File: config.mk
export PLATFORM = sky130hd
export DESIGN_NAME = binary_max_heap_priority_queue_top
export DESIGN_NICKNAME = d
export VERILOG_FILES = /design/src/hdl/bmhpq_pkg.sv /design/src/hdl/bmhpq_ram.sv /design/src/hdl/binary_max_heap_priority_queue_top.sv
export SDC_FILE = /design/constraint.sdc
export NUM_CORES = 2
export LEC_CHECK = 0
export BUFFER_PORTS_ARGS = -buffer_cell sky130_fd_sc_hd__buf_2
export CORE_ASPECT_RATIO = 0.8
export CORE_MARGIN = 2
export CORE_UTILIZATION = 57
export CTS_CLUSTER_DIAMETER = 80
export CTS_CLUSTER_SIZE = 16
export DETAILED_ROUTE_END_ITERATION = 6
export MAX_ROUTING_LAYER = met4
export PLACE_DENSITY = 0.8
export SLEW_MARGIN = 20
export SYNTH_ARGS = -nofsm -noshare
export SYNTH_HDL_FRONTEND = slang
export SYNTH_SLANG_ARGS = --single-unit
export TNS_END_PERCENT = 30
File: constraint.sdc
create_clock -name clk -period 4 [get_ports clk]
set_input_delay 1 -clock clk [delete_from_list [all_inputs] [get_ports clk]]
set_output_delay 1 -clock clk [all_outputs]
set_load 0.01 [all_outputs]
File: src/hdl/bmhpq_pkg.sv
`default_nettype none

package bmhpq_pkg;

    localparam int DEPTH      = 16;
    localparam int PRIO_BITS  = 8;
    localparam int DATA_BITS  = 32;
    localparam int IDX_BITS   = $clog2(DEPTH);
    localparam int CNT_BITS   = $clog2(DEPTH + 1);
    localparam int ENTRY_BITS = PRIO_BITS + DATA_BITS;

    typedef struct packed {
        logic [PRIO_BITS-1:0] prio;
        logic [DATA_BITS-1:0] data;
    } entry_t;

    localparam logic REQ_ENQ = 1'b0;
    localparam logic REQ_DEQ = 1'b1;

    localparam logic [1:0] STATUS_OK    = 2'd0;
    localparam logic [1:0] STATUS_FULL  = 2'd1;
    localparam logic [1:0] STATUS_EMPTY = 2'd2;

    localparam logic [CNT_BITS-1:0] COUNT_FULL = CNT_BITS'(DEPTH);

endpackage

`default_nettype wire

File: src/hdl/bmhpq_ram.sv
`default_nettype none

module bmhpq_ram #(
    parameter int WIDTH = 40,
    parameter int DEPTH = 16,
    parameter int ADDR_BITS = $clog2(DEPTH)
) (
    input  wire logic                 clk,
    input  wire logic                 we,
    input  wire logic [ADDR_BITS-1:0] waddr,
    input  wire logic [WIDTH-1:0]     wdata,
    input  wire logic [ADDR_BITS-1:0] raddr_a,
    input  wire logic [ADDR_BITS-1:0] raddr_b,
    output logic      [WIDTH-1:0]     rdata_a,
    output logic      [WIDTH-1:0]     rdata_b
);

    logic [WIDTH-1:0] mem [DEPTH];

    always_ff @(posedge clk)
    begin
        if (we)
        begin
            mem[waddr] <= wdata;
        end
        rdata_a <= mem[raddr_a];
        rdata_b <= mem[raddr_b];
    end

endmodule

`default_nettype wire

File: src/hdl/binary_max_heap_priority_queue_top.sv
// Binary max-heap priority queue, 16 entries of (priority, data).
// Input channel: in_valid / in_stall carry one request per beat: req_type
// selects enqueue (entry_priority, entry_data) or dequeue. Output channel:
// out_valid / out_stall carry one result beat per request with the
// dequeued entry, status and the count, empty and full flags after it.
// One request is worked at a time; in_stall is high from acceptance until
// the result is handed to the output register.
// Enqueue walks ST_UP_RD and ST_UP_CMP up the heap; dequeue reads the root
// and last slot (ST_DN_RD0, ST_DN_TAKE), then walks ST_DN_RD and ST_DN_CMP
// down. A full enqueue or an empty dequeue goes straight to ST_DONE. Each
// heap level costs a memory read state and a compare-and-write state.
// The output register holds a result while out_stall is high; the next
// request is still accepted, and its result waits until the register frees.
// Reset empties the heap and drops any pending result; the entry memory is
// not cleared, since only slots below the count are ever used.
`default_nettype none

module binary_max_heap_priority_queue_top (
    input  wire logic                           clk,
    input  wire logic                           rst_n,
    input  wire logic                           in_valid,
    output logic                                in_stall,
    input  wire logic                           req_type,
    input  wire logic [bmhpq_pkg::PRIO_BITS-1:0] entry_priority,
    input  wire logic [bmhpq_pkg::DATA_BITS-1:0] entry_data,
    output logic                                out_valid,
    input  wire logic                           out_stall,
    output logic      [bmhpq_pkg::PRIO_BITS-1:0] out_priority,
    output logic      [bmhpq_pkg::DATA_BITS-1:0] out_data,
    output logic      [1:0]                     status,
    output logic      [bmhpq_pkg::CNT_BITS-1:0]  count,
    output logic                                is_empty,
    output logic                                is_full
);

    import bmhpq_pkg::*;

    typedef enum logic [2:0] {
        ST_IDLE,
        ST_UP_RD,
        ST_UP_CMP,
        ST_DN_RD0,
        ST_DN_TAKE,
        ST_DN_RD,
        ST_DN_CMP,
        ST_DONE
    } state_t;

    state_t                state_reg, state_next;
    logic [CNT_BITS-1:0]   count_reg, count_next;
    logic [IDX_BITS-1:0]   pos_reg, pos_next;
    entry_t                item_reg, item_next;
    logic [PRIO_BITS-1:0]  res_prio_reg, res_prio_next;
    logic [DATA_BITS-1:0]  res_data_reg, res_data_next;
    logic [1:0]            res_status_reg, res_status_next;
    logic                  out_valid_reg, out_valid_next;
    logic [PRIO_BITS-1:0]  out_prio_reg, out_prio_next;
    logic [DATA_BITS-1:0]  out_data_reg, out_data_next;
    logic [1:0]            out_status_reg, out_status_next;
    logic [CNT_BITS-1:0]   out_count_reg, out_count_next;
    logic                  out_empty_reg, out_empty_next;
    logic                  out_full_reg, out_full_next;

    logic                  ram_we;
    logic [IDX_BITS-1:0]   ram_waddr;
    entry_t                ram_wdata;
    logic [IDX_BITS-1:0]   ram_raddr_a;
    logic [IDX_BITS-1:0]   ram_raddr_b;
    logic [ENTRY_BITS-1:0] ram_rdata_a;
    logic [ENTRY_BITS-1:0] ram_rdata_b;
    entry_t                rd_a;
    entry_t                rd_b;

    logic                  out_free;
    logic [IDX_BITS-1:0]   pos_dec;
    logic [IDX_BITS-1:0]   parent_idx;
    logic [IDX_BITS-1:0]   last_idx;
    logic [IDX_BITS+1:0]   child_l;
    logic [IDX_BITS+1:0]   child_r;
    logic [IDX_BITS+1:0]   count_ext;
    logic                  take_l;
    logic                  take_r;
    logic [PRIO_BITS-1:0]  best_prio;

    bmhpq_ram #(
        .WIDTH (ENTRY_BITS),
        .DEPTH (DEPTH)
    ) u_ram (
        .clk     (clk),
        .we      (ram_we),
        .waddr   (ram_waddr),
        .wdata   (ram_wdata),
        .raddr_a (ram_raddr_a),
        .raddr_b (ram_raddr_b),
        .rdata_a (ram_rdata_a),
        .rdata_b (ram_rdata_b)
    );

    assign rd_a       = entry_t'(ram_rdata_a);
    assign rd_b       = entry_t'(ram_rdata_b);
    assign out_free   = !out_valid_reg || !out_stall;
    assign pos_dec    = pos_reg - IDX_BITS'(1);
    assign parent_idx = pos_dec >> 1;
    assign last_idx   = IDX_BITS'(count_reg - CNT_BITS'(1));
    assign child_l    = {1'b0, pos_reg, 1'b1};
    assign child_r    = child_l + (IDX_BITS + 2)'(1);
    assign count_ext  = (IDX_BITS + 2)'(count_reg);
    assign take_l     = (child_l < count_ext) && (rd_a.prio > item_reg.prio);
    assign best_prio  = take_l ? rd_a.prio : item_reg.prio;
    assign take_r     = (child_r < count_ext) && (rd_b.prio > best_prio);

    assign in_stall     = (state_reg != ST_IDLE);
    assign out_valid    = out_valid_reg;
    assign out_priority = out_prio_reg;
    assign out_data     = out_data_reg;
    assign status       = out_status_reg;
    assign count        = out_count_reg;
    assign is_empty     = out_empty_reg;
    assign is_full      = out_full_reg;

    always_comb
    begin
        state_next      = state_reg;
        count_next      = count_reg;
        pos_next        = pos_reg;
        item_next       = item_reg;
        res_prio_next   = res_prio_reg;
        res_data_next   = res_data_reg;
        res_status_next = res_status_reg;
        out_valid_next  = out_valid_reg;
        out_prio_next   = out_prio_reg;
        out_data_next   = out_data_reg;
        out_status_next = out_status_reg;
        out_count_next  = out_count_reg;
        out_empty_next  = out_empty_reg;
        out_full_next   = out_full_reg;
        ram_we          = 1'b0;
        ram_waddr       = pos_reg;
        ram_wdata       = item_reg;
        ram_raddr_a     = parent_idx;
        ram_raddr_b     = last_idx;

        // drop a taken result beat
        if (out_valid_reg && !out_stall)
        begin
            out_valid_next = 1'b0;
        end

        case (state_reg)
            ST_IDLE:
            begin
                if (in_valid)
                begin
                    if (req_type == REQ_ENQ)
                    begin
                        res_prio_next = '0;
                        res_data_next = '0;
                        if (count_reg == COUNT_FULL)
                        begin
                            res_status_next = STATUS_FULL;
                            state_next      = ST_DONE;
                        end
                        else
                        begin
                            res_status_next = STATUS_OK;
                            item_next.prio  = entry_priority;
                            item_next.data  = entry_data;
                            pos_next        = count_reg[IDX_BITS-1:0];
                            count_next      = count_reg + CNT_BITS'(1);
                            state_next      = ST_UP_RD;
                        end
                    end
                    else if (count_reg == '0)
                    begin
                        res_prio_next   = '0;
                        res_data_next   = '1;
                        res_status_next = STATUS_EMPTY;
                        state_next      = ST_DONE;
                    end
                    else
                    begin
                        res_status_next = STATUS_OK;
                        state_next      = ST_DN_RD0;
                    end
                end
            end
            ST_UP_RD:
            begin
                if (pos_reg == '0)
                begin
                    ram_we     = 1'b1;
                    state_next = ST_DONE;
                end
                else
                begin
                    state_next = ST_UP_CMP;
                end
            end
            ST_UP_CMP:
            begin
                ram_we = 1'b1;
                if (item_reg.prio > rd_a.prio)
                begin
                    ram_wdata  = rd_a;
                    pos_next   = parent_idx;
                    state_next = ST_UP_RD;
                end
                else
                begin
                    state_next = ST_DONE;
                end
            end
            ST_DN_RD0:
            begin
                ram_raddr_a = '0;
                state_next  = ST_DN_TAKE;
            end
            ST_DN_TAKE:
            begin
                res_prio_next = rd_a.prio;
                res_data_next = rd_a.data;
                item_next     = rd_b;
                count_next    = count_reg - CNT_BITS'(1);
                pos_next      = '0;
                if (count_reg == CNT_BITS'(1))
                begin
                    state_next = ST_DONE;
                end
                else
                begin
                    state_next = ST_DN_RD;
                end
            end
            ST_DN_RD:
            begin
                ram_raddr_a = child_l[IDX_BITS-1:0];
                ram_raddr_b = child_r[IDX_BITS-1:0];
                state_next  = ST_DN_CMP;
            end
            ST_DN_CMP:
            begin
                ram_we = 1'b1;
                if (take_r)
                begin
                    ram_wdata  = rd_b;
                    pos_next   = child_r[IDX_BITS-1:0];
                    state_next = ST_DN_RD;
                end
                else if (take_l)
                begin
                    ram_wdata  = rd_a;
                    pos_next   = child_l[IDX_BITS-1:0];
                    state_next = ST_DN_RD;
                end
                else
                begin
                    state_next = ST_DONE;
                end
            end
            ST_DONE:
            begin
                if (out_free)
                begin
                    out_valid_next  = 1'b1;
                    out_prio_next   = res_prio_reg;
                    out_data_next   = res_data_reg;
                    out_status_next = res_status_reg;
                    out_count_next  = count_reg;
                    out_empty_next  = (count_reg == '0);
                    out_full_next   = (count_reg == COUNT_FULL);
                    state_next      = ST_IDLE;
                end
            end
            default:
            begin
                state_next = ST_IDLE;
            end
        endcase
    end

    always_ff @(posedge clk or negedge rst_n)
    begin
        if (!rst_n)
        begin
            state_reg      <= ST_IDLE;
            count_reg      <= '0;
            pos_reg        <= '0;
            item_reg       <= '0;
            res_prio_reg   <= '0;
            res_data_reg   <= '0;
            res_status_reg <= STATUS_OK;
            out_valid_reg  <= 1'b0;
            out_prio_reg   <= '0;
            out_data_reg   <= '0;
            out_status_reg <= STATUS_OK;
            out_count_reg  <= '0;
            out_empty_reg  <= 1'b1;
            out_full_reg   <= 1'b0;
        end
        else
        begin
            state_reg      <= state_next;
            count_reg      <= count_next;
            pos_reg        <= pos_next;
            item_reg       <= item_next;
            res_prio_reg   <= res_prio_next;
            res_data_reg   <= res_data_next;
            res_status_reg <= res_status_next;
            out_valid_reg  <= out_valid_next;
            out_prio_reg   <= out_prio_next;
            out_data_reg   <= out_data_next;
            out_status_reg <= out_status_next;
            out_count_reg  <= out_count_next;
            out_empty_reg  <= out_empty_next;
            out_full_reg   <= out_full_next;
        end
    end

endmodule

`default_nettype wire

Word-level counts from Yosys, hierarchy flattened
Memory sizes are Yosys's and may differ from the RTL's. A register that Yosys moved wholly into a read port is not among the register bits.
Cells that the tools add are included.
{"block": "op_classes", "n_lt_le_gt_ge": 5, "n_reduce_logical": 19, "eq_ne": 16, "add_sub_neg": 4, "mux": 51}
{"operator": "$mux W40", "n": 6}
{"operator": "$pmux W40 S2", "n": 2}
{"operator": "$mux W32", "n": 3}
{"operator": "$pmux W32 S2", "n": 1}
{"operator": "$mux W8", "n": 4}
{"operator": "$mux W4", "n": 7}
{"operator": "$gt A8 B8 Y1", "n": 3}
{"operator": "$pmux W3 S8", "n": 1}
{"operator": "$mux W3", "n": 7}
{"operator": "$pmux W4 S4", "n": 1}
{"operator": "$pmux W8 S2", "n": 1}
{"operator": "$mux W5", "n": 3}
{"operator": "$eq A3 B3 Y1 const B", "n": 4}
{"operator": "$mux W2", "n": 5}
{"operator": "$ne A2 B2 Y1 const B", "n": 5}
{"operator": "$pmux W5 S2", "n": 1}
{"operator": "$pmux W4 S2", "n": 1}
{"operator": "$mux W1", "n": 7}
{"operator": "$add A5 B1 Y6 const B", "n": 1}
{"operator": "$eq A3 B2 Y1 const B", "n": 2}
{"operator": "$lt A6 B5 Y1", "n": 1}
{"operator": "$ne A3 B3 Y1 const B", "n": 2}
{"operator": "$reduce_and A2 Y1", "n": 3}
{"operator": "$reduce_and A6 Y1", "n": 1}
{"operator": "other kinds (20)", "n": 23}
{"block": "word_totals", "out_inout_bits": 51, "memories": 1, "input_bits": 45, "ram_bits": 640, "wordCells": 111, "ff_bits": 144}
{"name": "u_ram.mem", "depth": 16, "word_bits": 40, "read_ports": 2, "rd_clocked_by_memory_dff": 2, "write_ports": 1, "line": "bmhpq_ram.sv:18", "text": "logic [WIDTH-1:0] mem [DEPTH];"}

Longest topological paths before layout
{"block": "logic_depth", "word_depth": 7, "depth_mapped": 17, "ltp_nobuf": 14}

By module
From an unflattened synthesis, not the netlist that was laid out.
{"block": "unflattened", "hier_cells": 2253, "area_unflattened_um2": 38007.7}
{"module": "bmhpq_ram", "cells_each": 1417, "area_per_inst_um2": 30216.5, "n_inst": 1, "seq_area_each_um2": 20820.0}
{"module": "binary_max_heap_priority_queue_top", "cells_each": 836, "area_per_inst_um2": 7791.2, "n_inst": 1, "seq_area_each_um2": 3604.7}

Worst setup path before layout
Ideal clock, no wire load.
{"block": "synth_path", "path_type": "flip-flop to flip-flop", "startpoint": "register count_reg[2]", "endpoint": "memory u_ram.mem[0][15], data pin", "required_ns": 3.698, "synth_period_minus_slack_ns": 4.314, "arrival_ns": 4.012, "path_stages_with_launch": 17, "setup_slack_ns": -0.314, "setup_ns": 0.302, "cell_sequence": "dfrtp_1 > buf_2 > inv_1 > ha_1 > nor2b_1 > o21a_1 > o21a_1 > or4_4 > buf_6 > mux2i_1 > ha_1 > and3_1 > a221oi_4 > nand2_1 > o2bb2ai_4 > a21oi_2 > o221ai_1"}
{"item": "from (decl)", "line": "binary_max_heap_priority_queue_top.sv:50", "text": "logic [CNT_BITS-1:0] count_reg, count_next;"}
{"item": "from (signal assigned)", "line": "binary_max_heap_priority_queue_top.sv:303", "text": "count_reg <= count_next;"}
{"item": "to (decl)", "line": "bmhpq_ram.sv:18"}

==> metrics.md <==
| Metric | Value |
|---|---|
| Status | complete, but fails checks |
| Failing checks | negative setup slack |
| Layout Nets | between 2000 and 3000 |
| Slowest CP cell | or4_4 |
| WP data arrival | about 4700 ps |
| Pin count of the biggest net entering global routing | 76 |
| Library cell with the largest summed area after synthesis | edfxtp_1 |
| Worst-path clk slew | around 80 ps |
| CP endpoint kind | flop |
| Num CTS Buffers | 59 |
| Worst slew pin tran | between 1000 and 1500 ps |
| Initial core utilization | about 57% |
| First-pass GRT wire length | 164 mm |
| Total Wirelength | between 100 and 150 mm |
| Layout filler cell count | 4836 |
| Cts hold-fix bufs | 0 |
| Vias | 26100 |
| Max Cap Viol | 0 |
| Seq/Total Area, Yosys | 60.5% |
| Type of the tightest min-delay check | in -> async |
| Final Hold Viols | 0 |
| Area Growth Syn to Fin | 14.2% |
| Place WS | -229 ps |
| Antenna violations before repair | 0 |
| CP required | 4520 ps |
| Synth Flop Type | edfxtp_1 |
| Register-to-Register Path Depth | 17 |
| Port bufs | 95 |
| Final setup viols | 642 |
| Finished Cell Area | between 40000 and 50000 sq um |
| RSZ-0062 raised after global routing | yes |
| Yosys cell types | 75 |
| Biggest register | u_ram.mem |
| Syn Std Cell Area | 40400 sq um |
| Commonest non-fill, non-tap cell in the layout | edfxtp_1 |
| Max Slew Vio Count | 0 |
| #FFs+latches synth | 864 |
| Total global-route track usage | 31.3% |
| Wire per inst | 29.0 microns |
| Die ar. | 73000 sq um |
| Max reg flops | 640 |
| Die height | 242 microns |
| DP Area | 43500 sq um |
| Max clock buf depth | 3 |
| Ys async rst share | 16.7% |
| DRC marker count from the first detailed-route iteration | 3336 |
| Critical path cell sequence | inv_4 > ha_4 > nor2b_1 > o21a_1 > o21a_1 > or4_4 > mux2i_2 > ha_1 > and3_4 > a221oi_4 > nand2_1 > o2bb2ai_4 > a21oi_4 > buf_6 > buf_12 > o221ai_4 > buf_12 |
| Final min period | 4210 ps |
| Relative slew slack | roughly 33% |
| # rows | 87 |
| Post-layout worst setup margin | -214 ps |
| Maximum clock frequency | 0.237 GHz |
| Avg Synthesized Cell Area | 14.7 sq um |
| Synth warnings | 0 |
| Syn_nets | 2816 |
| Vias in the first global route | 26100 |
| Clk sink count | 864 |
| DPL Wire Length | 64.8 mm |
| Cell count after synthesis | 2739 |
| Core footprint | 70300 sq um |
| Vias per std cell | 6.69 |
| Yosys top cell area share | 47.6% |
| DR pass1 iterations | 6 |
| Area of the multi-input gates | 15400 sq um |
| Grt ovf | 0 |
| Htree depth | 2 |
| Most frequent cells in the layout | edfxtp_1, mux2i_1, nand2_1 |
| Slowest stage delay, CP | approximately 630 ps |
| Synth area leaders | edfxtp_1, mux2i_1, mux4_2, dfrtp_1, dfxtp_1 |
| Kind of critical path | reg -> reg |
| Die extent in x | ~300 microns |
| Final worst-path cycle share | 105% |
| Worst Path Max Fanout | 10 |
| RePlAce Congestion | between 0.9 and 1 |
| CTS tree | done |
| Worst skew pair latency | a little under 700 ps |
| I/O pin count | 96 |
| Drt drc | 0 |
| Ant diodes | 0 |
| Post-synth EDFFs | 640 |
| Clock root buffer | clkbuf_16 |
| Clock Skew | 31.6 ps |
| FF/Latch Area | 24400 sq um |
| Layout cell share with drive strength beyond 1 | 21.2% |
| Final ANT Viol Nets | 0 |
| Startpoint types | flop |
## layer usage
metal	global-route usage [%]	share of wire, %	vias to the layer above
met1	42.5	39	13400
li1	-	-	10800
met2	47.9	47	1636
met3	5.80	11	309
met5	-	0	-
met4	10.5	3.7	0
## timing repair
action,4_1_cts,5_1_grt
gates resized for setup,25,19
pin swaps,23,7
cloned,4,7
setup endpoints to repair,640,642
setup buffers,32,5
## through the flow
stage / TNS [ps] / utilization, % / instances / hold WS, ps
floorplan: -6270 / - / 2739 / 429
global placement: -21790 / 61.8 / 3746 / 453
detailed placement: -118890 / 61.8 / 3746 / 456
CTS: -63360 / 65.2 / 3894 / 424
global route: -184260 / 65.6 / 3906 / 464
finish: -102870 / 65.6 / 3906 / 403
## cells by family after synthesis
kind of cell | count (synthesis) | share of synthesized area (%)
buffers and inverters | 265 | 3.28
AND/OR/NAND/NOR | 492 | 5.02
multiplexers | 772 | 24.1
adder cells (fa/ha/maj) | 32 | 0.991
AO/OA/AOI/OAI | 302 | 5.83
XOR/XNOR | 12 | 0.279
flip-flops | 864 | 60.5
## cells in the mapped netlist (all sizes together) (2+ instances only)
| cell type | number |
|---|---|
| xor2 | 3 |
| a222oi | 7 |
| o32ai | 2 |
| ha | 32 |
| o21ai | 43 |
| nor2 | 77 |
| nand4 | 7 |
| nand3 | 6 |
| nor3 | 7 |
| a221oi | 2 |
| nand2b | 4 |
| a22o | 4 |
| o211ai | 2 |
| xnor2 | 9 |
| mux2 | 3 |
| and2 | 20 |
| nor2b | 6 |
| a22oi | 81 |
| inv | 86 |
| o31ai | 4 |
| and3 | 3 |
| o221ai | 34 |
| a21boi | 4 |
| nand2 | 354 |
| and4 | 2 |
| dfrtp | 143 |
| edfxtp | 640 |
| dfxtp | 80 |
| o21a | 7 |
| a221o | 2 |
| mux4 | 160 |
| mux2i | 609 |
| a21oi | 49 |
| a31oi | 43 |
| o2111ai | 2 |
| a211oi | 3 |
| clkbuf | 53 |
| a21o | 6 |
| buf | 126 |
## worst max-delay path, delay by kind of cell (launching register included)
kind,cells,cell delay [ps]
AO/OA/AOI/OAI,6,1270
AND/OR/NAND/NOR,4,1090
buffers and inverters,4,570
adder cells (fa/ha/maj),2,490
flip-flops,1,410
multiplexers,1,240
## cell type report
cell class | instances | area share [%]
Multi-Input combinational cell | 1614 | 33.3
Clock inverter | 2 | 0.109
Tap cell | 934 | 2.53
Sequential cell | 864 | 53.0
Clock buffer | 110 | 3.66
Timing Repair Buffer | 296 | 6.72
Inverter | 86 | 0.705
## path summary, 6_finish.rpt
check | startpoint | end | slack, ps
setup / recovery | count_reg[2]$_DFFE_PN0P_ | u_ram.mem[15][13]$_DFFE_PP_ | -210
hold / removal | rst_n | res_prio_reg[5]$_DFFE_PN0P_ | 400
setup reg to reg | count_reg[2]$_DFFE_PN0P_ | u_ram.mem[15][13]$_DFFE_PP_ | -210
hold reg to reg | u_ram.rdata_b[25]$_DFF_P_ | item_reg[25]$_DFFE_PN0P_ | 460
max in group asynchronous | rst_n | out_data[3]$_DFFE_PN0P_ | 2550
min in group clk | u_ram.rdata_b[25]$_DFF_P_ | item_reg[25]$_DFFE_PN0P_ | 460
Power is not shown: default switching activity piles up to over one toggle a cycle in this logic, so the estimate is an artifact.
